`config.mk`:
```
export PLATFORM = sky130hd
export DESIGN_NAME = load_cell_channel_supervisor_core
export DESIGN_NICKNAME = d
export VERILOG_FILES = /design/src/rtl/core/lccs_pkg.sv /design/src/rtl/core/lccs_csr.sv /design/src/rtl/core/lccs_div.sv /design/src/rtl/core/load_cell_channel_supervisor_core.sv
export VERILOG_INCLUDE_DIRS = /design/src /design/src/rtl/core
export SDC_FILE = /design/constraint.sdc
export NUM_CORES = 1
export LEC_CHECK = 0
export BUFFER_PORTS_ARGS = -buffer_cell sky130_fd_sc_hd__buf_4
export CAP_MARGIN = 15
export CORE_MARGIN = 2
export CORE_UTILIZATION = 50
export CTS_CLUSTER_SIZE = 25
export DETAILED_ROUTE_END_ITERATION = 10
export PLACE_DENSITY_LB_ADDON = 0.2
export SLEW_MARGIN = 30
export SYNTH_ARGS = -nofsm -noshare
export SYNTH_HDL_FRONTEND = slang
export SYNTH_SLANG_ARGS = --single-unit
```
`constraint.sdc`:
```
create_clock -name clock -period 10.12 [get_ports clock]
set_clock_uncertainty 0.1 [all_clocks]
set_input_delay 3.036 -clock clock [delete_from_list [all_inputs] [get_ports clock]]
set_output_delay 3.036 -clock clock [all_outputs]
set_load 0.1 [all_outputs]
```
`src/rtl/core/load_cell_channel_supervisor_core_assert.svh`:
```
// Assertion macros shared by the load-cell supervisor RTL.
// No dependencies; pulled in by the modules that check their own logic.
`ifndef LOAD_CELL_CHANNEL_SUPERVISOR_CORE_ASSERT_SVH
`define LOAD_CELL_CHANNEL_SUPERVISOR_CORE_ASSERT_SVH

// Same-cycle implication, disabled while reset is high.
`define LCCS_ASSERT_IMP(lbl, clk, rst, ante, cons, msg) \
   lbl: assert property (@(posedge clk) disable iff (rst) (ante) |-> (cons)) \
      else $error(msg);

// Next-cycle implication, disabled while reset is high.
`define LCCS_ASSERT_NXT(lbl, clk, rst, ante, cons, msg) \
   lbl: assert property (@(posedge clk) disable iff (rst) (ante) |=> (cons)) \
      else $error(msg);

`endif

```
`src/rtl/core/lccs_pkg.sv`:
```
// Shared types and constants for the load-cell channel supervisor.
// No dependencies; imported by every module of the block.
package lccs_pkg;

   localparam int RAW_W     = 24;
   localparam int FORCE_W   = 25;
   localparam int INDEX_W   = 32;
   localparam int RETRY_W   = 3;
   localparam int MODE_W    = 2;
   localparam int CSR_IDX_W = 2;
   localparam int DIV_W     = RAW_W;
   localparam int DIV_CNT_W = $clog2(DIV_W + 1);

   localparam logic [RETRY_W-1:0] RETRY_MAX = 3'd7;

   // Configuration register indexes
   localparam logic [CSR_IDX_W-1:0] CSR_ZERO_OFFSET     = 2'd0;
   localparam logic [CSR_IDX_W-1:0] CSR_COUNTS_PER_UNIT = 2'd1;
   localparam logic [CSR_IDX_W-1:0] CSR_RETRY_LIMIT     = 2'd2;

   localparam logic [RAW_W-1:0]   RST_ZERO_OFFSET     = 24'd0;
   localparam logic [RAW_W-1:0]   RST_COUNTS_PER_UNIT = 24'd1;
   localparam logic [RETRY_W-1:0] RST_RETRY_LIMIT     = 3'd3;

   typedef enum logic [MODE_W-1:0] {
      MODE_INIT = 2'd0,
      MODE_RUN  = 2'd1,
      MODE_ERR  = 2'd2
   } chan_mode_type;

   typedef struct packed {
      logic [RAW_W-1:0]   zero_offset;
      logic [RAW_W-1:0]   counts_per_unit;
      logic [RETRY_W-1:0] retry_limit;
   } cfg_type;

   typedef struct packed {
      logic busy;
      logic done;
   } div_stat_type;

endpackage

```
`src/rtl/core/lccs_csr.sv`:
```
// Configuration registers: zero offset, gain divisor and retry limit.
// Depends on lccs_pkg.
module lccs_csr
   import lccs_pkg::*;
(
   input  logic                 clock,
   input  logic                 reset,
   input  logic                 csr_valid,
   output logic                 csr_ready,
   input  logic [CSR_IDX_W-1:0] csr_index,
   input  logic [RAW_W-1:0]     csr_wdata,
   output cfg_type              cfg
);

   cfg_type cfg_ff;

   assign csr_ready = 1'b1;
   assign cfg       = cfg_ff;

   always_ff @(posedge clock) begin
      if (reset) begin
         cfg_ff.zero_offset     <= RST_ZERO_OFFSET;
         cfg_ff.counts_per_unit <= RST_COUNTS_PER_UNIT;
         cfg_ff.retry_limit     <= RST_RETRY_LIMIT;
      end else if (csr_valid && csr_ready) begin
         case (csr_index)
            CSR_ZERO_OFFSET:     cfg_ff.zero_offset     <= csr_wdata;
            CSR_COUNTS_PER_UNIT: cfg_ff.counts_per_unit <= csr_wdata;
            CSR_RETRY_LIMIT:     cfg_ff.retry_limit     <= csr_wdata[RETRY_W-1:0];
            default: ;
         endcase
      end
   end

endmodule

```
`src/rtl/core/lccs_div.sv`:
```
// Restoring unsigned divider, one quotient bit per cycle.
// Depends on lccs_pkg and the assertion macro header.
`include "load_cell_channel_supervisor_core_assert.svh"

module lccs_div
   import lccs_pkg::*;
(
   input  logic             clock,
   input  logic             reset,
   input  logic             start,
   input  logic [DIV_W-1:0] dividend,
   input  logic [DIV_W-1:0] divisor,
   output logic [DIV_W-1:0] quotient,
   output div_stat_type     stat
);

   logic [DIV_W-1:0]     rem_ff;
   logic [DIV_W-1:0]     quo_ff;
   logic [DIV_W-1:0]     dsr_ff;
   logic [DIV_CNT_W-1:0] cnt_ff;
   logic                 done_ff;

   logic [DIV_W:0]   shifted;
   logic             ge;
   logic [DIV_W-1:0] rem_in;

   // shift in the next dividend bit, subtract if it fits
   always_comb begin
      shifted = {rem_ff, quo_ff[DIV_W-1]};
      ge      = (shifted >= {1'b0, dsr_ff});
      rem_in  = ge ? DIV_W'(shifted - {1'b0, dsr_ff}) : shifted[DIV_W-1:0];
   end

   always_ff @(posedge clock) begin
      if (reset) begin
         cnt_ff  <= '0;
         done_ff <= 1'b0;
      end else begin
         done_ff <= 1'b0;
         if (start) begin
            rem_ff <= '0;
            quo_ff <= dividend;
            dsr_ff <= divisor;
            cnt_ff <= DIV_CNT_W'(DIV_W);
         end else if (cnt_ff != '0) begin
            rem_ff  <= rem_in;
            quo_ff  <= {quo_ff[DIV_W-2:0], ge};
            cnt_ff  <= cnt_ff - 1'b1;
            done_ff <= (cnt_ff == DIV_CNT_W'(1));
         end
      end
   end

   assign quotient  = quo_ff;
   assign stat.busy = (cnt_ff != '0);
   assign stat.done = done_ff;

   `LCCS_ASSERT_IMP(a_start_idle, clock, reset, start, !stat.busy, "divider restarted while busy")
   `LCCS_ASSERT_NXT(a_start_busy, clock, reset, start, stat.busy, "divider did not start")
   `LCCS_ASSERT_IMP(a_done_idle, clock, reset, stat.done, !stat.busy, "done while still iterating")

endmodule

```
`src/rtl/core/load_cell_channel_supervisor_core.sv`:
```
// Load-cell channel supervisor: one tick in, one status beat out.
// A tick with no division to do (init, error, zero gain) goes from accept to
// S_DONE and then to the output register; in running it first waits in S_DIV
// for the 24-step divider. A new tick is taken only once back in S_IDLE.
// Synchronous active-high reset: all channels in init, config at defaults.
// Depends on lccs_pkg, lccs_csr, lccs_div and the assertion macro header.
`include "load_cell_channel_supervisor_core_assert.svh"

module load_cell_channel_supervisor_core
   import lccs_pkg::*;
#(
   parameter int CHANNELS = 2
)
(
   input  logic                      clock,
   input  logic                      reset,
   // tick input
   input  logic                      req_valid,
   output logic                      req_stall,
   input  logic                      req_channel,
   input  logic                      req_start_ok,
   input  logic                      req_conv_ok,
   input  logic [RAW_W-1:0]          req_raw_count,
   // status output
   output logic                      rsp_valid,
   input  logic                      rsp_stall,
   output logic                      rsp_channel_out,
   output logic signed [FORCE_W-1:0] rsp_force_value,
   output logic [INDEX_W-1:0]        rsp_sample_index,
   output logic                      rsp_ready_res,
   output logic [MODE_W-1:0]         rsp_mode,
   output logic                      rsp_stop_request,
   // configuration
   input  logic                      csr_valid,
   output logic                      csr_ready,
   input  logic [CSR_IDX_W-1:0]      csr_index,
   input  logic [RAW_W-1:0]          csr_wdata
);

   localparam int CH_IDX_W = (CHANNELS > 1) ? $clog2(CHANNELS) : 1;

   typedef enum logic [1:0] {
      S_IDLE,
      S_DIV,
      S_DONE
   } seq_state_type;

   cfg_type      cfg;
   div_stat_type div_stat;
   logic [DIV_W-1:0] div_quo;
   logic             div_start;

   // per-channel state, flops (small depth, one read port)
   chan_mode_type             chan_mode_ff   [CHANNELS];
   logic                      chan_resp_ff   [CHANNELS];
   logic [RETRY_W-1:0]        chan_retry_ff  [CHANNELS];
   logic signed [FORCE_W-1:0] chan_force_ff  [CHANNELS];
   logic [INDEX_W-1:0]        chan_index_ff  [CHANNELS];
   logic                      chan_ready_ff  [CHANNELS];

   seq_state_type state_ff;

   // pending beat, built up while the divider runs
   logic                      pend_ch_ff;
   logic                      pend_neg_ff;
   logic signed [FORCE_W-1:0] pend_force_ff;
   logic [INDEX_W-1:0]        pend_index_ff;
   logic                      pend_ready_ff;
   chan_mode_type             pend_mode_ff;
   logic                      pend_stop_ff;
   logic                      pend_valid_ch_ff;

   // output register
   logic                      rsp_valid_ff;
   logic                      rsp_ch_ff;
   logic signed [FORCE_W-1:0] rsp_force_ff;
   logic [INDEX_W-1:0]        rsp_index_ff;
   logic                      rsp_ready_ff;
   logic [MODE_W-1:0]         rsp_mode_ff;
   logic                      rsp_stop_ff;

   // addressed channel
   logic [CH_IDX_W-1:0] ch_idx;
   logic [CH_IDX_W-1:0] pend_idx;
   logic                in_range;
   chan_mode_type       cur_mode;
   logic                cur_resp;
   logic [RETRY_W-1:0]  cur_retry;

   // next values for the addressed channel
   chan_mode_type       chan_mode_in;
   logic                chan_resp_in;
   logic [RETRY_W-1:0]  chan_retry_in;
   logic [INDEX_W-1:0]  chan_index_in;
   logic                chan_ready_in;
   logic                stop_in;

   logic                raw_above;
   logic [RAW_W-1:0]    magnitude;
   logic                need_div;
   logic                accept;
   logic                out_free;
   logic signed [FORCE_W-1:0] force_in;

   lccs_csr u_csr (
      .clock     (clock),
      .reset     (reset),
      .csr_valid (csr_valid),
      .csr_ready (csr_ready),
      .csr_index (csr_index),
      .csr_wdata (csr_wdata),
      .cfg       (cfg)
   );

   lccs_div u_div (
      .clock    (clock),
      .reset    (reset),
      .start    (div_start),
      .dividend (magnitude),
      .divisor  (cfg.counts_per_unit),
      .quotient (div_quo),
      .stat     (div_stat)
   );

   assign req_stall = (state_ff != S_IDLE);
   assign accept    = req_valid && !req_stall;
   assign out_free  = !rsp_valid_ff || !rsp_stall;

   assign ch_idx    = CH_IDX_W'(req_channel);
   assign pend_idx  = CH_IDX_W'(pend_ch_ff);
   assign in_range  = (32'(req_channel) < CHANNELS);
   assign cur_mode  = chan_mode_ff[ch_idx];
   assign cur_resp  = chan_resp_ff[ch_idx];
   assign cur_retry = chan_retry_ff[ch_idx];

   // mode transition uses the responding flag from the channel's last tick
   always_comb begin
      chan_mode_in  = cur_mode;
      chan_resp_in  = cur_resp;
      chan_retry_in = cur_retry;
      chan_index_in = chan_index_ff[ch_idx];
      chan_ready_in = chan_ready_ff[ch_idx];
      stop_in       = 1'b0;
      case (cur_mode)
         MODE_INIT: begin
            if (req_start_ok) chan_mode_in = MODE_RUN;
         end
         MODE_RUN: begin
            if (!cur_resp) chan_mode_in = MODE_ERR;
         end
         MODE_ERR: begin
            if (cur_resp) begin
               chan_mode_in  = MODE_RUN;
               chan_retry_in = '0;
            end else if (cur_retry > cfg.retry_limit) begin
               // retries used up: back to init and ask for an ADC stop
               chan_mode_in  = MODE_INIT;
               chan_retry_in = '0;
               stop_in       = 1'b1;
            end else if (cur_retry < RETRY_MAX) begin
               chan_retry_in = cur_retry + 1'b1;
            end
         end
         default: ;
      endcase
      // action of the new mode
      case (chan_mode_in)
         MODE_INIT: chan_ready_in = 1'b0;
         MODE_RUN: begin
            chan_resp_in  = req_conv_ok;
            chan_index_in = chan_index_ff[ch_idx] + 1'b1;
            chan_ready_in = 1'b1;
         end
         MODE_ERR: begin
            chan_resp_in  = req_conv_ok;
            chan_ready_in = 1'b0;
         end
         default: ;
      endcase
   end

   // |raw - offset|, sign kept aside; raw_count is used even on a stale conversion
   assign raw_above = (req_raw_count > cfg.zero_offset);
   assign magnitude = raw_above ? (req_raw_count - cfg.zero_offset)
                                : (cfg.zero_offset - req_raw_count);
   assign need_div  = in_range && (chan_mode_in == MODE_RUN)
                      && (cfg.counts_per_unit != '0);
   assign div_start = accept && need_div;
   assign force_in  = pend_neg_ff ? -$signed({1'b0, div_quo})
                                  : $signed({1'b0, div_quo});

   always_ff @(posedge clock) begin
      if (reset) begin
         state_ff     <= S_IDLE;
         rsp_valid_ff <= 1'b0;
         for (int i = 0; i < CHANNELS; i++) begin
            chan_mode_ff[i]  <= MODE_INIT;
            chan_resp_ff[i]  <= 1'b0;
            chan_retry_ff[i] <= '0;
            chan_force_ff[i] <= '0;
            chan_index_ff[i] <= '0;
            chan_ready_ff[i] <= 1'b0;
         end
      end else begin
         // beat taken and nothing new to load behind it
         if (rsp_valid_ff && !rsp_stall && (state_ff != S_DONE)) rsp_valid_ff <= 1'b0;
         case (state_ff)
            S_IDLE: begin
               if (accept) begin
                  pend_ch_ff       <= req_channel;
                  pend_neg_ff      <= !raw_above;
                  pend_valid_ch_ff <= in_range;
                  pend_stop_ff     <= in_range && stop_in;
                  if (in_range) begin
                     chan_mode_ff[ch_idx]  <= chan_mode_in;
                     chan_resp_ff[ch_idx]  <= chan_resp_in;
                     chan_retry_ff[ch_idx] <= chan_retry_in;
                     chan_index_ff[ch_idx] <= chan_index_in;
                     chan_ready_ff[ch_idx] <= chan_ready_in;
                     pend_mode_ff          <= chan_mode_in;
                     pend_index_ff         <= chan_index_in;
                     pend_ready_ff         <= chan_ready_in;
                     if (chan_mode_in == MODE_RUN) begin
                        // zero gain reads as zero force; otherwise overwritten later
                        chan_force_ff[ch_idx] <= '0;
                        pend_force_ff         <= '0;
                     end else begin
                        pend_force_ff <= chan_force_ff[ch_idx];
                     end
                  end else begin
                     pend_mode_ff  <= MODE_INIT;
                     pend_index_ff <= '0;
                     pend_ready_ff <= 1'b0;
                     pend_force_ff <= '0;
                  end
                  state_ff <= need_div ? S_DIV : S_DONE;
               end
            end
            S_DIV: begin
               if (div_stat.done) begin
                  chan_force_ff[pend_idx] <= force_in;
                  pend_force_ff           <= force_in;
                  state_ff                <= S_DONE;
               end
            end
            S_DONE: begin
               if (out_free) begin
                  rsp_valid_ff <= 1'b1;
                  rsp_ch_ff    <= pend_ch_ff;
                  rsp_force_ff <= pend_force_ff;
                  rsp_index_ff <= pend_index_ff;
                  rsp_ready_ff <= pend_ready_ff;
                  rsp_mode_ff  <= pend_valid_ch_ff ? MODE_W'(pend_mode_ff) : '0;
                  rsp_stop_ff  <= pend_stop_ff;
                  state_ff     <= S_IDLE;
               end
            end
            default: state_ff <= S_IDLE;
         endcase
      end
   end

   assign rsp_valid        = rsp_valid_ff;
   assign rsp_channel_out  = rsp_ch_ff;
   assign rsp_force_value  = rsp_force_ff;
   assign rsp_sample_index = rsp_index_ff;
   assign rsp_ready_res    = rsp_ready_ff;
   assign rsp_mode         = rsp_mode_ff;
   assign rsp_stop_request = rsp_stop_ff;

   `LCCS_ASSERT_IMP(a_done_in_div, clock, reset, div_stat.done, state_ff == S_DIV, "divider done outside divide")
   `LCCS_ASSERT_IMP(a_div_working, clock, reset, state_ff == S_DIV, div_stat.busy || div_stat.done, "waiting on an idle divider")
   `LCCS_ASSERT_NXT(a_busy_after_beat, clock, reset, accept, req_stall, "took a second tick while busy")

endmodule

```
==> flow_summary.html <==
<table>
<tr><th>Metric</th><th>Value</th></tr>
<tr><th colspan="2">Worst setup path</th></tr>
<tr><td>Maximum fanout along the worst path</td><td>45</td></tr>
<tr><td>Req. time, crit path</td><td>10310 ps</td></tr>
<tr><td>Worst R2R End</td><td>chan_index_ff[0][31]</td></tr>
<tr><td>Worst Reg2Reg Path Length in Cells</td><td>16</td></tr>
<tr><td>Type of origin of the critical path</td><td>input port</td></tr>
<tr><td>Maximum cell stage delay along the critical path</td><td>680 ps</td></tr>
<tr><td>Type of the setup path with the least slack</td><td>input port to flip-flop</td></tr>
<tr><td>Setup slack of the worst register-to-register path</td><td>5320 ps</td></tr>
<tr><td>Arrival time worst endpoint</td><td>7850 ps</td></tr>
<tr><td>List of cells traversed by the critical path</td><td>buf_4 -&gt; mux2_2 -&gt; ha_1 -&gt; nor2b_1 -&gt; o21ai_0 -&gt; a32oi_1 -&gt; o22a_1 -&gt; ha_1 -&gt; inv_1 -&gt; a2111oi_1 -&gt; nand3_1 -&gt; nor2b_1 -&gt; and2b_1 -&gt; and3_1 -&gt; nand3b_1 -&gt; xnor2_1 -&gt; nor2_1</td></tr>
<tr><td>Launch instance of the worst register-to-register path</td><td>chan_retry_ff[1][1]</td></tr>
<tr><td>Crit. End Element</td><td>flip-flop</td></tr>
<tr><td>Critical Path Slowest Stage Cell</td><td>a2111oi_1</td></tr>
<tr><th colspan="2">Power and ir drop</th></tr>
<tr><td>Switching fraction of total power</td><td>31.0%</td></tr>
<tr><td>Worst-case vdd ir drop</td><td>122 uV</td></tr>
<tr><td>Sw Pwr</td><td>1.50 mW</td></tr>
<tr><td>Share of power burned in combinational logic</td><td>26.0%</td></tr>
<tr><td>Leak Pwr</td><td>8.84 nW</td></tr>
<tr><td>Clk network pwr share</td><td>30.2%</td></tr>
<tr><td>Cell Pwr Density</td><td>216 nW/um^2</td></tr>
<tr><td>Power Internal</td><td>3.34 mW</td></tr>
<tr><td>Fraction of power consumed by sequential logic</td><td>43.8%</td></tr>
<tr><th colspan="2">STA</th></tr>
<tr><td>Final Hold Fails</td><td>0</td></tr>
<tr><td>Worst rel slew slack</td><td>31.4%</td></tr>
<tr><td>Crit share post-route</td><td>75.6%</td></tr>
<tr><td>RSZ-0062 raised after global routing</td><td>no</td></tr>
<tr><td>Final critical-path setup slack</td><td>2470 ps</td></tr>
<tr><td>Sum of negative setup slack</td><td>0 ps</td></tr>
<tr><td>Final Max Tran Viols</td><td>0</td></tr>
<tr><td>Highest Clock Rate</td><td>131 MHz</td></tr>
<tr><td>Final period demand of the worst path</td><td>7650 ps</td></tr>
<tr><td>Total of endpoints with negative setup slack in the final report</td><td>0</td></tr>
<tr><td>Worst-margin pin slew</td><td>1020 ps</td></tr>
<tr><th colspan="2">Global route</th></tr>
<tr><td>Met3 Resource Use GR</td><td>3.61%</td></tr>
<tr><td>Via count of the first global-routing pass</td><td>13100</td></tr>
<tr><td>Antenna violations before repair</td><td>1</td></tr>
<tr><td>Layer carrying the most global-route usage</td><td>met2</td></tr>
<tr><td>Global routing usage on met2</td><td>32.9%</td></tr>
<tr><td>Routing usage on met1</td><td>30.1%</td></tr>
<tr><td>Largest net degree at the start of global routing</td><td>63</td></tr>
<tr><td>Wire length of the first global-routing pass</td><td>68.4 mm</td></tr>
<tr><td>All-layer global routing usage</td><td>20.8%</td></tr>
<tr><td>GR Overflow Total</td><td>0</td></tr>
<tr><th colspan="2">Clock network</th></tr>
<tr><td>Cell at the root of the clock tree</td><td>clkbuf_16</td></tr>
<tr><td>Buffer depth of the longest clock path</td><td>3</td></tr>
<tr><td>Number of gates resized after CTS</td><td>0</td></tr>
<tr><td>Postcts setup bufs</td><td>0</td></tr>
<tr><td>Hold_buf cts</td><td>0</td></tr>
<tr><td>H-Tree Depth</td><td>2</td></tr>
<tr><td>TritonCTS clock tree</td><td>built</td></tr>
<tr><td>Clock Sinks</td><td>385</td></tr>
<tr><td>Clock buffers created by TritonCTS</td><td>40</td></tr>
<tr><td>Clk Latency, worst-skew pair</td><td>560 ps</td></tr>
<tr><td>Clock input transition at the sequential cells of the worst setup and hold paths</td><td>60 ps</td></tr>
<tr><th colspan="2">Final layout</th></tr>
<tr><td>Final std cell area, no fill</td><td>22400 sq um</td></tr>
<tr><td>Leading cell type in the layout, fill and taps excluded</td><td>edfxtp_1</td></tr>
<tr><td>Fraction of layout instances using a drive strength above 1</td><td>11.4%</td></tr>
<tr><td>Layout area overhead</td><td>13.7%</td></tr>
<tr><td>Most used cells in the layout excluding fill and tap cells</td><td>edfxtp_1 (325), nand2_1 (237), nor2_1 (178), a21oi_1 (138), buf_4 (137)</td></tr>
<tr><td>Number of inserted diodes</td><td>0</td></tr>
<tr><td>Nets@finish</td><td>2093</td></tr>
<tr><td>Fill cell total of the finished layout</td><td>3331</td></tr>
<tr><th colspan="2">Synthesis</th></tr>
<tr><td>Main combinational cell family by area after synthesis</td><td>simple AND/OR/NAND/NOR gates</td></tr>
<tr><td>Number of synthesized flops with an enable pin</td><td>325</td></tr>
<tr><td>Number of warnings printed during yosys synthesis</td><td>0</td></tr>
<tr><td>Fraction of registers with async set/reset</td><td>0%</td></tr>
<tr><td>Syn nets</td><td>1994</td></tr>
<tr><td>Post-synthesis adder-cell area fraction</td><td>5.52%</td></tr>
<tr><td>Post-synthesis sequential element count</td><td>385</td></tr>
<tr><td>Post-synthesis cell area</td><td>19700 sq um</td></tr>
<tr><td>Multiplexer area fraction after synthesis</td><td>4.93%</td></tr>
<tr><td>Synthesized instance count</td><td>1851</td></tr>
<tr><td>Number of unique standard cell types used by synthesis</td><td>72</td></tr>
<tr><td>Fraction of the mapped netlist area in compound gates</td><td>11.4%</td></tr>
<tr><td>Post-Syn Area per Cell</td><td>10.6 sq um</td></tr>
<tr><td>Portion of the post-synthesis area used by sequential elements</td><td>55.7%</td></tr>
<tr><td>XOR/XNOR Fraction of Synth Area</td><td>4.28%</td></tr>
<tr><td>Simple-Gate Fraction of Synth Area</td><td>13.7%</td></tr>
<tr><td>Most instantiated flip-flop cell in the synthesis netlist</td><td>edfxtp_1</td></tr>
<tr><th colspan="2">Die</th></tr>
<tr><td>Die Ht</td><td>202 um</td></tr>
<tr><td>Area inside the core boundary</td><td>38700 sq um</td></tr>
<tr><td>Area of the die</td><td>40900 sq um</td></tr>
<tr><td>Standard-cell row count</td><td>72</td></tr>
<tr><td>Die width</td><td>202 um</td></tr>
<tr><td>I/O pin count</td><td>123</td></tr>
<tr><td>Starting Density</td><td>50.8%</td></tr>
<tr><th colspan="2">Routing</th></tr>
<tr><td>Antenna Violating Nets Remaining</td><td>0</td></tr>
<tr><td>Vias per Instance</td><td>5.47</td></tr>
<tr><td>Average wire per standard cell</td><td>17.1 um</td></tr>
<tr><td>Total iterations of the first detailed-routing run</td><td>6</td></tr>
<tr><td>Total length of routed wires</td><td>42.8 mm</td></tr>
<tr><td>Vias after detailed routing</td><td>13700</td></tr>
<tr><td>Residual DRC count</td><td>0</td></tr>
<tr><td>Initial DRC count</td><td>985</td></tr>
<tr><th colspan="2">Worst hold path</th></tr>
<tr><td>Hold path start</td><td>pend_mode_ff[1]</td></tr>
<tr><td>Hold depth</td><td>0</td></tr>
<tr><td>Hold path endpoint</td><td>rsp_mode[1]</td></tr>
<tr><td>Worst hold path class</td><td>flip-flop to flip-flop</td></tr>
<tr><th colspan="2">Placement</th></tr>
<tr><td>Post-detailed-placement half-perimeter wirelength</td><td>30.2 mm</td></tr>
<tr><td>Area post-placement</td><td>21000 sq um</td></tr>
<tr><td>Worst slack at placement</td><td>1700 ps</td></tr>
<tr><td>Final Wtd Congestion</td><td>0.912</td></tr>
<tr><td>Count of buffers inserted at the top-level ports</td><td>121</td></tr>
<tr><th colspan="2">Job</th></tr>
<tr><td>Max Cap Viol</td><td>0</td></tr>
<tr><th colspan="2">Run status</th></tr>
<tr><td>Status</td><td>finished clean</td></tr>
</table>
area by class of cell:
| cell class | count | area [sq um] | area share [%] |
|---|---|---|---|
| clock buffer | 56 | 1130 | 5.07 |
| clock inverter | 18 | 178 | 0.795 |
| inverter | 140 | 527 | 2.36 |
| multi-input combinational | 1246 | 7880 | 35.3 |
| sequential | 385 | 11000 | 49.0 |
| tap | 518 | 648 | 2.90 |
| timing repair buffer | 137 | 1030 | 4.60 |
cell usage after synthesis (3+ instances only):
cell         n  area (sq um)
edfxtp_1   325          9760
and3_1      14          87.6
a211oi_1    14           105
nor3b_1      3          22.5
o21bai_1    17           128
a32oi_1      6          52.6
inv_1      137           514
or4_1        5          37.5
buf_2       16          80.1
dfxtp_1     60          1200
or2_2        7          43.8
mux2i_1     89           891
o41ai_1      4          35.0
buf_4        5          37.5
nor4_1      11          68.8
a21o_1      34           255
nor2b_1     14          87.6
nor2_1     179           672
nand3_1     31           155
nand2_1    237           890
clkbuf_1    52           195
a22oi_1      3          22.5
a21oi_1    138           691
a31oi_1      9          56.3
buf_1        4          15.0
o31ai_1     13          97.6
and2_1      11          68.8
fa_1         3          60.1
nand2b_1    10          62.6
xnor2_1     64           561
nor3_1      37           185
nand4_1     15          93.8
o21a_1      10          75.1
o211ai_1     6          45.0
xor2_1      32           280
nand3b_1    11          82.6
a2111oi_0    4          35.0
ha_1        82          1030
nor4b_1      3          26.3
mux2_2       7          78.8
or3_1        5          31.3
o22ai_1      4          25.0
o21ai_0     81           405
registers in the layout (all words and copies together), names as in the netlist, 4 cells and up:
signal / flops
chan_mode_ff: 4
chan_index_ff: 64
pend_force_ff: 25
chan_force_ff: 50
u_div.rem_ff: 24
u_div.cnt_ff: 5
rsp_sample_index: 32
u_div.quotient: 24
chan_retry_ff: 6
u_csr.cfg: 51
rsp_force_value: 25
pend_index_ff: 32
u_div.dsr_ff: 24
kinds of logic (layout without fill, tap and decap cells):
family	count (synthesis)	count (layout)
and+or+nand+nor	601	601
DFF	385	385
AOI/OAI and AO/OA	367	367
buffers and inverters	220	351
xor gates and xnor gates	96	96
muxes	96	96
adders and majority gates	85	85
other	1	1
worst max-delay path: cells and delay by family:
| kind | cells | cell delay (ps) |
|---|---|---|
| AOI/OAI and AO/OA | 4 | 1300 |
| xor gates and xnor gates | 1 | 260 |
| adders and majority gates | 2 | 600 |
| buffers and inverters | 2 | 710 |
| muxes | 1 | 460 |
| and+or+nand+nor | 7 | 1450 |
routing by layer:
layer,wire length (um),vias up
li1,-,6755
met1,20200,6502
met2,19500,352
met3,2450,54
met4,690,0
met5,0,-
power groups by stage:
stage | Sequential, mW | Clock [mW] | Combinational [mW]
6_report | 2.12 | 1.46 | 1.26
2_1_floorplan | 2.19 | 0 | 0.901
5_1_grt | 2.15 | 1.55 | 1.39
4_1_cts | 2.12 | 1.49 | 1.26
3_3_place_gp | 2.14 | 0 | 1.22
3_5_place_dp | 2.15 | 0 | 1.25
worst max-delay path by stage:
| stage | slack [ps] | start | end | depth (start not counted) |
|---|---|---|---|---|
| final | 2470 | req_channel | chan_index_ff[0][31] | 17 |
| after global routing | 2110 | req_channel | chan_index_ff[0][31] | 17 |
| after CTS | 2300 | req_channel | chan_index_ff[0][31] | 17 |
| after detailed placement | 1700 | req_channel | chan_index_ff[0][31] | 17 |
| after global placement | 1940 | req_channel | chan_index_ff[0][31] | 17 |
| after floorplan | 1470 | reset | rsp_channel_out | 3 |
metrics by stage:
| stage | hold WS, ps | std cells | utilization [%] | total power [mW] |
|---|---|---|---|---|
| after floorplan | 300 | 1851 | - | 3.09 |
| after global placement | 300 | 2426 | 54.3 | 3.37 |
| after detailed placement | 305 | 2426 | 54.3 | 3.40 |
| after CTS | 313 | 2500 | 57.7 | 4.87 |
| after global routing | 323 | 2500 | 57.7 | 5.09 |
| final | 314 | 2500 | 57.7 | 4.84 |
Note: power is estimated with default switching activity, not from simulation.
